===== config.mk =====
export PLATFORM = sky130hd
export DESIGN_NAME = link_stall_watchdog_unit_flat
export DESIGN_NICKNAME = d
export VERILOG_FILES = /design/src/hw/rtl/lsw_pkg.sv /design/src/hw/rtl/lsw_stream_if.sv /design/src/hw/rtl/link_stall_watchdog_unit.sv /design/src/hw/rtl/lsw_ram.sv /design/src/flat_wrapper.sv
export SDC_FILE = /design/constraint.sdc
export NUM_CORES = 1
export LEC_CHECK = 0
export BUFFER_PORTS_ARGS = -buffer_cell sky130_fd_sc_hd__buf_2
export CAP_MARGIN = 10
export CORE_ASPECT_RATIO = 1.1
export CORE_MARGIN = 5
export CORE_UTILIZATION = 39
export CTS_CLUSTER_DIAMETER = 150
export CTS_CLUSTER_SIZE = 30
export DETAILED_ROUTE_END_ITERATION = 6
export GPL_ROUTABILITY_DRIVEN = 1
export GPL_TIMING_DRIVEN = 0
export HOLD_SLACK_MARGIN = 0.06
export PLACE_DENSITY = 0.63
export SLEW_MARGIN = 20
export SYNTH_ARGS = -nofsm -noshare
export SYNTH_HDL_FRONTEND = slang
export SYNTH_SLANG_ARGS = --single-unit

===== constraint.sdc =====
create_clock -name i_clk -period 17.8 [get_ports i_clk]
set_input_delay 3.56 -clock i_clk [delete_from_list [all_inputs] [get_ports i_clk]]
set_output_delay 3.56 -clock i_clk [all_outputs]
set_load 0.02 [all_outputs]

===== src/hw/rtl/lsw_pkg.sv =====
// Link stall watchdog package: shared types, widths and register codes.
// No dependencies; imported by the RAM user and the checker.
package lsw_pkg;

    localparam int IDX_W     = 2;
    localparam int NOW_W     = 40;
    localparam int GEN_W     = 32;
    localparam int TMO_W     = 32;
    localparam int ACT_W     = 3;
    localparam int CFG_IDX_W = 2;
    localparam int CFG_DAT_W = 32;

    localparam logic [TMO_W-1:0] QUIET_TIMEOUT_RESET = TMO_W'(300000);
    localparam logic [ACT_W-1:0] ACTIVE_LINKS_RESET  = '0;

    typedef enum logic [CFG_IDX_W-1:0] {
        CFG_QUIET_TIMEOUT = 2'd0,
        CFG_ACTIVE_LINKS  = 2'd1
    } t_cfg_reg;

    typedef struct packed {
        logic [IDX_W-1:0] link_index;
        logic [NOW_W-1:0] now_ms;
        logic             can_reconfigure;
        logic             link_active;
        logic             link_connected;
        logic [GEN_W-1:0] link_generation;
    } t_obs;

    typedef struct packed {
        logic [IDX_W-1:0] report_index;
        logic             stall_request;
        logic             now_armed;
    } t_rpt;

    typedef struct packed {
        logic [CFG_IDX_W-1:0] index;
        logic [CFG_DAT_W-1:0] data;
    } t_cfg_wr;

endpackage


===== src/hw/rtl/lsw_stream_if.sv =====
// Valid/ready channel carrying one payload struct per transaction.
// Payload type is a parameter; used with the types of lsw_pkg.
interface lsw_stream_if #(
    parameter type t_payload = logic
);
    logic     valid;
    logic     ready;
    t_payload payload;

    modport source (output valid, output payload, input ready);
    modport sink (input valid, input payload, output ready);
    modport monitor (input valid, input payload, input ready);
endinterface


===== src/hw/rtl/link_stall_watchdog_unit.sv =====
// Link stall watchdog: per-link state in lsw_ram, read-modify-write per observation.
// Observation in r_s1, report in r_out; one observation per cycle unless o_rpt stalls.
// Rate is set by the single RAM read port plus a one-entry write forward.
// Reset clears config registers to defaults, entry valid bits, stage and output valids;
// an entry not yet written reads as all-zero state, so no clearing pass is needed.
// Depends on lsw_pkg, lsw_stream_if, lsw_ram.
module link_stall_watchdog_unit
    import lsw_pkg::*;
#(
    parameter int LINK_SLOTS = 4,
    parameter int TIME_BITS  = 40
) (
    input  logic          i_clk,
    input  logic          i_rst_n,
    lsw_stream_if.sink    i_obs,
    lsw_stream_if.source  o_rpt,
    lsw_stream_if.sink    i_cfg
);
    localparam int AW    = (LINK_SLOTS > 1) ? $clog2(LINK_SLOTS) : 1;
    localparam int VLD_N = 1 << AW;
    localparam int SW    = 1 + TIME_BITS + GEN_W;
    localparam int EW    = (TIME_BITS > TMO_W) ? TIME_BITS : TMO_W;
    localparam int CW    = $clog2(LINK_SLOTS + 1) + ACT_W;

    logic [TMO_W-1:0] r_timeout;
    logic [ACT_W-1:0] r_active;

    logic             r_s1_vld;
    t_obs             r_s1;
    logic             r_out_vld;
    t_rpt             r_out;

    logic [VLD_N-1:0] r_ent_vld;
    logic             r_fwd_vld;
    logic [AW-1:0]    r_fwd_addr;
    logic [SW-1:0]    r_fwd_data;

    logic             obs_acc;
    logic             s1_adv;
    logic [AW-1:0]    s1_addr;
    logic [SW-1:0]    rd_data;
    logic [SW-1:0]    cur;
    logic             cur_armed;
    logic [TIME_BITS-1:0] cur_start;
    logic [GEN_W-1:0] cur_gen;
    logic [TIME_BITS-1:0] now_t;
    logic [CW-1:0]    limit;
    logic             in_slot;
    logic             hit;
    logic [EW-1:0]    elapsed;
    logic             nxt_armed;
    logic [TIME_BITS-1:0] nxt_start;
    logic [GEN_W-1:0] nxt_gen;
    logic             stall;
    logic             wr_en;
    logic [SW-1:0]    wr_data;
    t_rpt             n_out;

    assign i_cfg.ready = 1'b1;

    always_ff @(posedge i_clk) begin
        if (!i_rst_n) begin
            r_timeout <= QUIET_TIMEOUT_RESET;
            r_active  <= ACTIVE_LINKS_RESET;
        end else if (i_cfg.valid) begin
            case (t_cfg_reg'(i_cfg.payload.index))
                CFG_QUIET_TIMEOUT: r_timeout <= i_cfg.payload.data[TMO_W-1:0];
                CFG_ACTIVE_LINKS:  r_active  <= i_cfg.payload.data[ACT_W-1:0];
                default: ;
            endcase
        end
    end

    assign s1_adv       = r_s1_vld && (!r_out_vld || o_rpt.ready);
    assign i_obs.ready  = !r_s1_vld || s1_adv;
    assign obs_acc      = i_obs.valid && i_obs.ready;

    lsw_ram #(
        .WIDTH (SW),
        .DEPTH (LINK_SLOTS)
    ) u_state_ram (
        .i_clk     (i_clk),
        .i_wr_en   (wr_en),
        .i_wr_addr (s1_addr),
        .i_wr_data (wr_data),
        .i_rd_en   (obs_acc),
        .i_rd_addr (AW'(i_obs.payload.link_index)),
        .o_rd_data (rd_data)
    );

    always_comb begin
        s1_addr = AW'(r_s1.link_index);
        limit   = (CW'(r_active) < CW'(LINK_SLOTS)) ? CW'(r_active) : CW'(LINK_SLOTS);
        in_slot = CW'(r_s1.link_index) < CW'(LINK_SLOTS);
        hit     = (CW'(r_s1.link_index) < limit) && r_s1.can_reconfigure;

        if (r_fwd_vld && (r_fwd_addr == s1_addr)) begin
            cur = r_fwd_data;
        end else if (r_ent_vld[s1_addr]) begin
            cur = rd_data;
        end else begin
            cur = '0;
        end
        cur_armed = cur[SW-1];
        cur_start = cur[GEN_W +: TIME_BITS];
        cur_gen   = cur[GEN_W-1:0];

        now_t   = TIME_BITS'(r_s1.now_ms);
        elapsed = (now_t >= cur_start) ? (EW'(now_t) - EW'(cur_start)) : '0;

        nxt_armed = cur_armed;
        nxt_start = cur_start;
        nxt_gen   = cur_gen;
        stall     = 1'b0;
        if (!r_s1.link_active || r_s1.link_connected) begin
            nxt_armed = 1'b0;
            nxt_start = '0;
            nxt_gen   = r_s1.link_generation;
        end else if (!cur_armed || (r_s1.link_generation != cur_gen)) begin
            nxt_armed = 1'b1;
            nxt_start = now_t;
            nxt_gen   = r_s1.link_generation;
        end else if (elapsed >= EW'(r_timeout)) begin
            stall     = 1'b1;
            nxt_start = now_t;
        end

        wr_en   = s1_adv && hit;
        wr_data = {nxt_armed, nxt_start, nxt_gen};

        n_out.report_index  = r_s1.link_index;
        n_out.stall_request = hit && stall;
        n_out.now_armed     = hit ? nxt_armed : (in_slot && cur_armed);
    end

    always_ff @(posedge i_clk) begin
        if (!i_rst_n) begin
            r_s1_vld  <= 1'b0;
            r_out_vld <= 1'b0;
            r_ent_vld <= '0;
            r_fwd_vld <= 1'b0;
        end else begin
            if (i_obs.ready) begin
                r_s1_vld <= i_obs.valid;
            end
            if (s1_adv) begin
                r_out_vld <= 1'b1;
            end else if (o_rpt.ready) begin
                r_out_vld <= 1'b0;
            end
            if (wr_en) begin
                r_ent_vld[s1_addr] <= 1'b1;
                r_fwd_vld          <= 1'b1;
            end
        end
    end

    always_ff @(posedge i_clk) begin
        if (obs_acc) begin
            r_s1 <= i_obs.payload;
        end
        if (s1_adv) begin
            r_out <= n_out;
        end
        if (wr_en) begin
            r_fwd_addr <= s1_addr;
            r_fwd_data <= wr_data;
        end
    end

    assign o_rpt.valid   = r_out_vld;
    assign o_rpt.payload = r_out;
endmodule


===== src/hw/rtl/lsw_ram.sv =====
// Generic single-write, single-read RAM with registered read data.
// No dependencies.
module lsw_ram #(
    parameter int WIDTH = 8,
    parameter int DEPTH = 4
) (
    input  logic                                   i_clk,
    input  logic                                   i_wr_en,
    input  logic [(DEPTH > 1 ? $clog2(DEPTH) : 1)-1:0] i_wr_addr,
    input  logic [WIDTH-1:0]                       i_wr_data,
    input  logic                                   i_rd_en,
    input  logic [(DEPTH > 1 ? $clog2(DEPTH) : 1)-1:0] i_rd_addr,
    output logic [WIDTH-1:0]                       o_rd_data
);
    logic [WIDTH-1:0] r_mem [DEPTH];
    logic [WIDTH-1:0] r_rd_data;

    always_ff @(posedge i_clk) begin
        if (i_wr_en) begin
            r_mem[i_wr_addr] <= i_wr_data;
        end
        if (i_rd_en) begin
            r_rd_data <= r_mem[i_rd_addr];
        end
    end

    assign o_rd_data = r_rd_data;
endmodule


===== src/flat_wrapper.sv =====
// flat-port wrapper written by rule: the top's interface ports become plain ports
module link_stall_watchdog_unit_flat import lsw_pkg::*;
#(
    parameter int LINK_SLOTS = 4,
    parameter int TIME_BITS  = 40
)
  (i_clk, i_rst_n, i_obs_valid, i_obs_payload, i_obs_ready, o_rpt_valid, o_rpt_payload, o_rpt_ready, i_cfg_valid, i_cfg_payload, i_cfg_ready);
  lsw_stream_if #(.t_payload(t_obs)) i_obs_i ();
  lsw_stream_if #(.t_payload(t_rpt)) o_rpt_i ();
  lsw_stream_if #(.t_payload(t_cfg_wr)) i_cfg_i ();
  input  logic i_clk;
  input  logic i_rst_n;
  input wire logic [$bits(i_obs_i.valid)-1:0] i_obs_valid;
  input wire logic [$bits(i_obs_i.payload)-1:0] i_obs_payload;
  output wire logic [$bits(i_obs_i.ready)-1:0] i_obs_ready;
  output wire logic [$bits(o_rpt_i.valid)-1:0] o_rpt_valid;
  output wire logic [$bits(o_rpt_i.payload)-1:0] o_rpt_payload;
  input wire logic [$bits(o_rpt_i.ready)-1:0] o_rpt_ready;
  input wire logic [$bits(i_cfg_i.valid)-1:0] i_cfg_valid;
  input wire logic [$bits(i_cfg_i.payload)-1:0] i_cfg_payload;
  output wire logic [$bits(i_cfg_i.ready)-1:0] i_cfg_ready;
  assign i_obs_i.valid = i_obs_valid;
  assign i_obs_i.payload = i_obs_payload;
  assign i_obs_ready = i_obs_i.ready;
  assign o_rpt_valid = o_rpt_i.valid;
  assign o_rpt_payload = o_rpt_i.payload;
  assign o_rpt_i.ready = o_rpt_ready;
  assign i_cfg_i.valid = i_cfg_valid;
  assign i_cfg_i.payload = i_cfg_payload;
  assign i_cfg_ready = i_cfg_i.ready;
  link_stall_watchdog_unit #(.LINK_SLOTS(LINK_SLOTS), .TIME_BITS(TIME_BITS)) u_core (.i_clk(i_clk), .i_rst_n(i_rst_n), .i_obs(i_obs_i), .o_rpt(o_rpt_i), .i_cfg(i_cfg_i));
endmodule

==> summary.txt, run 1 <==
Outcome: completed
Via count: 14.5k
Seq/Total Area, Yosys: 67.2%
DR iter-0 viols: 1038
Dpl hpwl: 42500 um
Initial antenna violation count: 0
CP Capture Type: register
# nets final: 2059
Mapped Nets: 1881
Hold Crit Class: register to register
CTS clk-pin slew, worst paths: 0.11 ns
Worst-Margin Slew: 1.09 ns
Sum Neg Setup Slack: 0 ns
Placement row count: 96
PostCTS Resize Cnt: 0
EDFF count, synth: 521
TritonCTS clock tree: built
Syn Area/Cell: 14.5 sq um
# diodes: 0
Largest net degree at the start of global routing: 48
Post-Route WL: 57800 um
Top cell by count, worst path: clkbuf_1
Hold-fix buffers, CTS: 0
Port bufs: 121
Vias in the first global route: 15.1k
Fin crit period: 9.32 ns
H-tree depth: 1
Period utilisation layout: 52.3%
#FFs+latches synth: 563
Hold Fails Final Rpt: 0
Share of the synthesized area in the top cell type: 63.8%
Critical setup path kind: register to register
Worst Path Required: 18.11 ns
Root buf cell: clkbuf_16
Count leader, synth: edfxtp_1
Full die area: 68000 sq um
CTS Buf Count: 23
Asr flop ratio synth: 0%
Maximum clock rate: 107 MHz
Synth area leader: edfxtp_1
Cell Pwr Density: 86.3 nW/um^2
Design Area, Final: 27300 sq um
Synth cell count leaders: 521 x edfxtp_1, 117 x a21oi_1, 112 x nand2_1
Layout cell share with drive strength beyond 1: 15.6%
Initial Utilization: 39.3%
Max FO, Critical Path: 10
RSZ-0062 raised after global routing: no
First-pass GRT wire length: 88600 um
Final setup viols: 0
Clk Latency, worst-skew pair: 0.59 ns
DR DRC count: 0
Synthesized instance count: 1691
Worst path max stage delay: 0.68 ns
Final ANT Viol Nets: 0
Slew headroom: 27.2%
Placed Area: 26600 sq um
Total clock sinks: 563
Syn Std Cell Area: 24500 sq um
Main synth FF type: edfxtp_1
Clk_skew: 0.0434 ns
GR Util All Layers: 16.5%
Router iterations before antenna repair: 6
Routed len/inst: 21.3 um
Die width: 249 um
GPL Wtd Cong: 0.848
Layout area overhead: 11.4%
Final Max Tran Viols: 0
Distinct cell type count after synthesis: 66
DIE HEIGHT: 273 um
Synth area leaders: edfxtp_1 64%, mux4_2 6.8%, ha_1 3.7%
CP max stage cell: nor4_1
Critical path arrival: 9.63 ns
Num ports: 123
Startpoint Class: register
CTS Buffer Depth: 3
Via-per-instance ratio: 5.34
Yosys warnings: 0
Post-CTS Setup Inserts: 0
Leakage: 9.01 nW
VDD IR-drop max: 0.0764 mV
Total of max-cap violations: 0
Grt ovf: 0
Area of the core: 62300 sq um
==> flip-flops by register name, indices dropped and copies added, names as in the netlist <==
| register | flops |
|---|---|
| u_core.u_state_ram.r_mem | 292 |
| u_core.s1_addr | 2 |
| u_core.r_fwd_addr | 2 |
| u_core.u_state_ram.o_rd_data | 73 |
| u_core.r_s1_vld | 1 |
| u_core.now_t | 40 |
| u_core.r_active | 3 |
| u_core.r_s1 | 35 |
| u_core.r_ent_vld | 4 |
| u_core.r_fwd_vld | 1 |
| u_core.r_fwd_data | 73 |
| u_core.r_timeout | 32 |
| u_core.o_rpt.payload | 4 |
| u_core.o_rpt.valid | 1 |
==> kinds of logic (layout without fill, tap and decap cells) <==
family	after synthesis	after routing	synth area share, %
AOI/OAI and AO/OA	351	351	8.97
xor gates and xnor gates	69	69	2.46
adders and majority gates	74	74	3.81
DFF	563	563	67.2
buffers and inverters	195	390	3.09
and+or+nand+nor	358	358	7.38
muxes	80	80	7.04
other	1	1	0.0153
==> cell usage in the layout (no fill, tap or decap), types with 58 or more instances in the layout <==
cell type,instances
mux4_2,74
edfxtp_1,521
nand2_1,112
a21oi_1,117
o21ai_0,69
inv_1,77
nor2_1,62
clkbuf_1,102
nand4_1,58
ha_1,73
buf_2,134
==> worst paths after layout <==
kind,start,to,slack (ns),cells past startpoint
setup / recovery,u_core.s1_addr[1]$_DFFE_PP_,u_core.u_state_ram.r_mem[2][36]$_DFFE_PP_,8.48,25
hold / removal,u_core.r_timeout[13]$_SDFFE_PN0P_,u_core.r_timeout[13]$_SDFFE_PN0P_,0.48,2
setup reg to reg,u_core.s1_addr[1]$_DFFE_PP_,u_core.u_state_ram.r_mem[2][36]$_DFFE_PP_,8.48,25
hold reg to reg,u_core.r_timeout[13]$_SDFFE_PN0P_,u_core.r_timeout[13]$_SDFFE_PN0P_,0.48,2
==> power breakdown <==
| group | leakage (nW) | internal (mW) | switching (mW) |
|---|---|---|---|
| Clock | 0.323 | 0.252 | 0.390 |
| Sequential | 5.03 | 1.48 | 0.0174 |
| Combinational | 3.65 | 0.0867 | 0.135 |
==> layer usage <==
metal,vias up,wire length (um),share of wire (%),track usage [%]
li1,6795,-,-,-
met1,7232,24700,43,22.0
met2,407,28600,49,28.7
met3,74,2790,4.8,1.91
met4,0,1780,3.1,4.97
met5,-,0,0,0
==> layout make-up <==
type	count	area [sq um]
buffer	118	472
clock buffer	36	624
clock inverter	6	58.8
fill	5546	35000
inverter	77	289
multi-input combinational	933	7300
sequential	563	16500
tap	833	1040
timing repair buffer	153	1040
==> critical path, delay by kind of cell (launching register included) <==
family                   cells  cell delay [ns]
AO/OA/AOI/OAI               10             3.23
buffers and inverters        6             2.20
AND/OR/NAND/NOR              6             2.01
adder cells (fa/ha/maj)      2             0.63
flip-flops                   1             0.60
XOR/XNOR                     1             0.33
==> stage by stage <==
step	setup slack [ns]	cells	hold slack, ns	utilization, %	total power [mW]
finish	8.48	2719	0.478	43.8	2.36
global route	7.86	2719	0.507	43.8	2.46
CTS	8.47	2719	0.479	43.8	2.38
detailed placement	8.55	2677	0.453	42.7	1.75
global placement	-4.64	2645	0.443	42.0	1.74
floorplan	2.81	1691	0.435	-	1.67
(Power assumes the default switching activity.)
==> run 2: changes to the inputs <==
==> constraint.sdc (replaced) <==
create_clock -name i_clk -period 9.5 [get_ports i_clk]
set_input_delay 1.9 -clock i_clk [delete_from_list [all_inputs] [get_ports i_clk]]
set_output_delay 1.9 -clock i_clk [all_outputs]
set_load 0.02 [all_outputs]
==> run 2 against run 1 <==
Against the previous run: worst setup slack worse by 7.8 ns; critical path type unchanged; first-iteration DRC count up 16%; combinational power grew 87%; utilization is essentially flat; worst hold slack improved by 0.0051 ns; power up 87%; clock skew decreased by 0.018 ns; non-clock buffer count decreased by 9.
==> summary.txt, run 2 (synthesis results as in run 1) <==
Via-per-instance ratio: 5.36 (+0.45%)
Via count: 14.5k (+0.048%)
Critical setup path kind: register to register
Hold Crit Class: register to register
Largest net degree at the start of global routing: 46 (-4.2%)
Root buf cell: clkbuf_16
H-tree depth: 1 (unchanged)
GR Util All Layers: 16.5% (+0.036 points)
Finished Core Util: 43.8% (about the same)
# nets final: 2049 (-0.49%)
Die width: 249 um (unchanged)
Final setup viols: 0 (unchanged)
Clk Latency, worst-skew pair: 0.58 ns (about the same)
Full die area: 68000 sq um (unchanged)
Dpl hpwl: 42100 um (-0.84%)
Cell Pwr Density: 161 nW/um^2 (+87%)
Routed len/inst: 21.4 um (+0.70%)
Initial Utilization: 39.3% (unchanged)
CTS Buffer Depth: 3 (unchanged)
First-pass GRT wire length: 88700 um (about the same)
Layout cell share with drive strength beyond 1: 15.2% (-0.44 points)
VDD IR-drop max: 0.183 mV (+140%)
Post-Route WL: 58000 um (+0.29%)
Clk_skew: 0.0256 ns (-0.0178 ns)
CTS Buf Count: 22 (-4.3%)
Most frequent cells in the layout: 521 x edfxtp_1, 134 x buf_2, 117 x a21oi_1
Filler instances: 5579 (+0.60%)
RSZ-0062 raised after global routing: no
Worst-Margin Slew: 1.20 ns (+0.110 ns)
Top cell by count, worst path: clkbuf_1
Register with the most flip-flops: u_core.u_state_ram.r_mem
Placed cell count: 2669 (-0.30%)
Slew headroom: 19.2% (-8.0 points)
CTS clk-pin slew, worst paths: 0.13 ns (+0.02 ns)
Final Non-Filler Cells: 2708 (-0.40%)
Worst slack at placement: 0.316 ns (-8.24 ns)
DIE HEIGHT: 273 um (unchanged)
Total of max-cap violations: 0 (unchanged)
Final Max Tran Viols: 0 (unchanged)
Critical path arrival: 9.12 ns (-0.51 ns)
Router iterations before antenna repair: 5 (-1)
Initial antenna violation count: 0 (unchanged)
Worst path max stage delay: 0.62 ns (-0.06 ns)
GPL Wtd Cong: 0.903 (+6.5%)
Num ports: 123 (unchanged)
Fin crit period: 8.82 ns (-0.494 ns)
Maximum clock rate: 113 MHz (+5.6%)
Worst Path Required: 9.80 ns (-8.31 ns)
Max FO, Critical Path: 10 (unchanged)
Port bufs: 121 (unchanged)
# diodes: 0 (unchanged)
Hold WS: 0.483 ns (+0.00510 ns)
Final ANT Viol Nets: 0 (unchanged)
Layout area overhead: 11.3% (about the same)
Period utilisation layout: 92.9% (+41 points)
Leakage: 8.98 nW (-0.33%)
CP Capture Type: register
Max reg flops: 292 (unchanged)
TritonCTS clock tree: built
CP max stage cell: edfxtp_1
Post-route setup slack: 0.678 ns (-7.81 ns)
Area of the core: 62300 sq um (unchanged)
Hold-fix buffers, CTS: 0 (unchanged)
Hold Fails Final Rpt: 0 (unchanged)
DR iter-0 viols: 1208 (+16%)
Vias in the first global route: 15.0k (-0.64%)
Total clock sinks: 563 (unchanged)
Placement row count: 96 (unchanged)
Grt ovf: 0 (unchanged)
DR DRC count: 0 (unchanged)
Startpoint Class: register
Most common cell after layout, fill and taps aside: edfxtp_1
Outcome: completed
## run 2: cell types whose count changed in the layout (fill, tap and decap cells not counted), moves of 2 or more
cell | previous run | this run
buf_8 | 0 | 4
buf_4 | 19 | 2
clkbuf_2 | 4 | 7
buf_6 | 4 | 8
clkinv_4 | 2 | 0
nor3b_4 | 0 | 2
nor3b_2 | 2 | 0
## run 2: what timing repair did
item,CTS,global route
endpoints found under the setup margin,0,200
endpoints found under the hold margin,0,0
gates resized for setup,0,7
buffers inserted,0,0
## run 2: metrics by stage
stage                     cell area [sq um]  setup TNS [ns]  power (mW)
final                                 27300               0        4.40
after global routing                  27300               0        4.59
after CTS                             27300               0        4.45
after detailed placement              26700               0        3.27
after global placement                26200         -902.78        3.27
after floorplan                       24500               0        3.12
## run 2: final timing paths
kind / from / cells past startpoint / slack, ns / to
setup reg to reg: u_core.s1_addr[1]$_DFFE_PP_ / 27 / 0.68 / u_core.u_state_ram.r_mem[3][70]$_DFFE_PP_
hold reg to reg: u_core.r_timeout[26]$_SDFFE_PN0P_ / 2 / 0.48 / u_core.r_timeout[26]$_SDFFE_PN0P_
setup / recovery: u_core.s1_addr[1]$_DFFE_PP_ / 27 / 0.68 / u_core.u_state_ram.r_mem[3][70]$_DFFE_PP_
hold / removal: u_core.r_timeout[26]$_SDFFE_PN0P_ / 2 / 0.48 / u_core.r_timeout[26]$_SDFFE_PN0P_
## run 2: cell type report
class / count / area [sq um] / area share (%)
multi-input cells: 933 / 7320 / 26.8
flip-flops and latches: 563 / 16500 / 60.4
well taps: 833 / 1040 / 3.82
clock inverters: 1 / 8.76 / 0.0321
repair buffers: 145 / 1050 / 3.84
inverters: 77 / 289 / 1.06
clock buffers: 39 / 636 / 2.33
plain buffers: 117 / 472 / 1.73
## run 2: routing by layer
layer | track usage, % | vias up | part of all wire [%]
met5 | 0 | - | 0
met4 | 3.73 | 0 | 2.3
met3 | 1.87 | 69 | 5.4
met2 | 29.1 | 455 | 50
met1 | 22.4 | 7219 | 43
li1 | - | 6772 | -
## run 2: critical path, delay by kind of cell, from the launching register on
family / cells / cell delay (ns)
compound gates: 11 / 3.18
xor+xnor: 1 / 0.26
fa+ha+maj: 2 / 0.73
buf+inv: 5 / 1.47
flops: 1 / 0.62
simple gates: 8 / 2.26
## run 2: power breakdown
part	internal, mW	leakage [nW]	switching [mW]	total (mW)
sequential	2.77	5.03	0.0333	2.80
combinational	0.163	3.64	0.253	0.416
clock	0.465	0.307	0.716	1.18
total	3.40	8.98	1.00	4.40
==> run 3: changes to the inputs <==
--- a/config.mk
+++ b/config.mk
@@ -5,8 +5,11 @@
 export SDC_FILE = /design/constraint.sdc
 export NUM_CORES = 1
 export LEC_CHECK = 0
+export ABC_AREA = 1
 export BUFFER_PORTS_ARGS = -buffer_cell sky130_fd_sc_hd__buf_2
 export CAP_MARGIN = 10
+export CELL_PAD_IN_SITES_DETAIL_PLACEMENT = 2
+export CELL_PAD_IN_SITES_GLOBAL_PLACEMENT = 2
 export CORE_ASPECT_RATIO = 1.1
 export CORE_MARGIN = 5
 export CORE_UTILIZATION = 39
@@ -16,7 +19,7 @@
 export GPL_ROUTABILITY_DRIVEN = 1
 export GPL_TIMING_DRIVEN = 0
 export HOLD_SLACK_MARGIN = 0.06
-export PLACE_DENSITY = 0.63
+export PLACE_DENSITY_LB_ADDON = 0.08
 export SLEW_MARGIN = 20
 export SYNTH_ARGS = -nofsm -noshare
 export SYNTH_HDL_FRONTEND = slang
==> run 3 against run 2 <==
Against the previous run: cell count rose by 32%; global-route usage increased by 6.6 points; sequential share of layout area shrank 2.6 points; synthesized cell count is 50% higher; critical path type unchanged.
==> summary.txt, run 3 <==
H-tree depth: 1 (unchanged)
CTS Buf Count: 22 (unchanged)
Critical setup path kind: register to register
Cell Pwr Density: 160 nW/um^2 (-0.40%)
Outcome: completed
Layout cell share with drive strength beyond 1: 9.05% (-6.1 points)
# nets final: 2902 (+42%)
EDFF count, synth: 521 (unchanged)
Mapped Nets: 2720 (+45%)
Placement row count: 99 (+3.1%)
Finished Core Util: 43.2% (-0.57 points)
VDD IR-drop max: 0.174 mV (-5.0%)
Routed len/inst: 23.6 um (+10%)
Synth area leaders: edfxtp_1 61%, nand2_1 7.8%, nor2_1 5.0%
Hold Fails Final Rpt: 0 (unchanged)
Slew headroom: 38.1% (+19 points)
Port bufs: 120 (-0.83%)
Vias in the first global route: 21.2k (+41%)
Share of the synthesized area in the top cell type: 60.6% (-3.2 points)
Initial antenna violation count: 1 (+1)
Post-Route WL: 84600 um (+46%)
Most frequent cells in the layout: 534 x nand2_1, 521 x edfxtp_1, 344 x nor2_1
Register with the most flip-flops: u_core.u_state_ram.r_mem
Clk_skew: 0.0388 ns (+0.0132 ns)
GPL Wtd Cong: 0.863 (-4.5%)
Top cell by count, worst path: nor2_1
Leakage: 10.9 nW (+22%)
Full die area: 71400 sq um (+5.0%)
Hold Path Stages: 2 (unchanged)
Final setup viols: 0 (unchanged)
CTS clk-pin slew, worst paths: 0.12 ns (about the same)
R2R Setup Slk: 1.24 ns (+0.56 ns)
CP Capture Type: register
GR Util All Layers: 23.2% (+6.6 points)
DIE HEIGHT: 280 um (+2.5%)
Post-CTS Setup Inserts: 0 (unchanged)
Synthesized instance count: 2530 (+50%)
Synth area leader: edfxtp_1
Via-per-instance ratio: 5.31 (-0.89%)
Sum Neg Setup Slack: 0 ns (unchanged)
Final Non-Filler Cells: 3587 (+32%)
Design Power: 4.58 mW (+4.1%)
Num ports: 123 (unchanged)
CTS Buffer Depth: 3 (unchanged)
Post-route setup slack: 1.24 ns (+0.561 ns)
Period utilisation layout: 87.0% (-5.9 points)
Capturing point of the worst reg2reg path: u_core.u_state_ram.r_mem[2][41]$_DFFE_PP_
Grt ovf: 0 (unchanged)
Worst reg2reg path startpoint: u_core.s1_addr[0]$_DFFE_PP_
Maximum clock rate: 121 MHz (+6.8%)
Total of max-cap violations: 0 (unchanged)
Worst-Margin Slew: 0.925 ns (-0.275 ns)
Hold Path Sink: u_core.r_timeout[26]$_SDFFE_PN0P_
Yosys warnings: 0 (unchanged)
RSZ-0062 raised after global routing: no
Asr flop ratio synth: 0% (unchanged)
TritonCTS clock tree: built
Area of the core: 66000 sq um (+5.9%)
#FFs+latches synth: 563 (unchanged)
Hold Crit Class: register to register
Main synth FF type: edfxtp_1
Hold Crit Start: u_core.r_timeout[26]$_SDFFE_PN0P_
Max FO, Critical Path: 10 (unchanged)
Startpoint Class: register
DR iter-0 viols: 1029 (-15%)
Fin crit period: 8.26 ns (-0.561 ns)
Placed cell count: 3546 (+33%)
Final Max Tran Viols: 0 (unchanged)
Layout area overhead: 10.6%
Critical path arrival: 8.57 ns (-0.55 ns)
CP max stage cell: edfxtp_1
Synth cell count leaders: 534 x nand2_1, 521 x edfxtp_1, 344 x nor2_1
Design Area, Final: 28500 sq um (+4.5%)
Max reg flops: 292 (unchanged)
Router iterations before antenna repair: 5 (unchanged)
PostCTS Resize Cnt: 0 (unchanged)
Worst slack at placement: 1.12 ns (+0.805 ns)
Syn Std Cell Area: 25800 sq um (+5.2%)
R2r worst-path depth: 38 (+41%)
Initial Utilization: 39.1% (-0.25 points)
Root buf cell: clkbuf_16
Final ANT Viol Nets: 0 (unchanged)
Die width: 255 um (+2.5%)
Total clock sinks: 563 (unchanged)
Worst Path Required: 9.81 ns (about the same)
Most common cell after layout, fill and taps aside: nand2_1
Seq/Total Area, Yosys: 63.9% (-3.3 points)
Hold WS: 0.474 ns (-0.00895 ns)
Via count: 19.1k (+31%)
Count leader, synth: nand2_1
Distinct cell type count after synthesis: 39 (-41%)
Filler instances: 7041 (+26%)
Hold-fix buffers, CTS: 0 (unchanged)
Clk Latency, worst-skew pair: 0.61 ns (+0.03 ns)
Dpl hpwl: 64700 um (+54%)
First-pass GRT wire length: 127000 um (+43%)
DR DRC count: 0 (unchanged)
Syn Area/Cell: 10.2 sq um (-30%)
Largest net degree at the start of global routing: 81 (+76%)
Worst path max stage delay: 0.55 ns (-0.07 ns)
Placed Area: 27900 sq um (+4.6%)
==> run 3: cell types whose count changed in the layout (fill, tap and decap cells not counted), sizes merged, moves of 74 or more <==
cell,change
inv,+165
mux4,-74
nand2,+422
nand3,+129
nor2,+286
o21ai,+157
o22ai,+74
==> run 3: worst max-delay path, delay by kind of cell, from the launching register on <==
family	cells	cell delay, ns
adder cells (fa/ha/maj)	3	0.87
AND/OR/NAND/NOR	19	3.03
buffers and inverters	12	2.76
AO/OA/AOI/OAI	4	0.69
flip-flops	1	0.55
==> run 3: cell type report <==
type                       count  area, sq um  area share (%)
sequential                   563        16500            57.8
multi-input combinational   1591         7810            27.4
tap                          858         1070            3.76
timing repair buffer         158          976            3.42
inverter                     243          930            3.26
clock buffer                  39          636            2.23
buffer                       133          613            2.15
clock inverter                 1         8.76          0.0307
antenna                        1         2.50         0.00877
==> run 3: kinds of logic after synthesis <==
family	after synthesis	synth area share, %
and+or+nand+nor	1072	16.9
DFF	563	63.9
AOI/OAI and AO/OA	423	8.99
buffers and inverters	376	5.91
adders and majority gates	74	3.62
xor gates and xnor gates	21	0.713
other	1	0.0145
==> run 3: where the power goes <==
part | internal [mW] | switching, mW | total, mW
registers | 2.78 | 0.0347 | 2.82
logic | 0.169 | 0.372 | 0.541
clock network | 0.465 | 0.758 | 1.22
total | 3.42 | 1.16 | 4.58
==> run 3: routing by layer <==
layer	vias up	share of wire [%]	global-route usage (%)
li1	8940	-	-
met1	9675	41	27.9
met2	323	53	43.9
met3	117	2.9	2.14
met4	0	3.0	6.55
met5	-	0	0
==> run 3: worst max-delay path by stage <==
stage	cells past startpoint	end	slack, ns	startpoint
after floorplan	6	u_core.u_state_ram.r_mem[1][0]$_DFFE_PP_	1.44	o_rpt_ready
after global placement	7	u_core.u_state_ram.r_mem[3][48]$_DFFE_PP_	-4.49	o_rpt_ready
after detailed placement	36	u_core.u_state_ram.r_mem[3][41]$_DFFE_PP_	1.12	u_core.s1_addr[0]$_DFFE_PP_
after CTS	38	u_core.u_state_ram.r_mem[2][41]$_DFFE_PP_	1.04	u_core.s1_addr[0]$_DFFE_PP_
after global routing	38	u_core.u_state_ram.r_mem[2][41]$_DFFE_PP_	0.57	u_core.s1_addr[0]$_DFFE_PP_
final	38	u_core.u_state_ram.r_mem[2][41]$_DFFE_PP_	1.24	u_core.s1_addr[0]$_DFFE_PP_
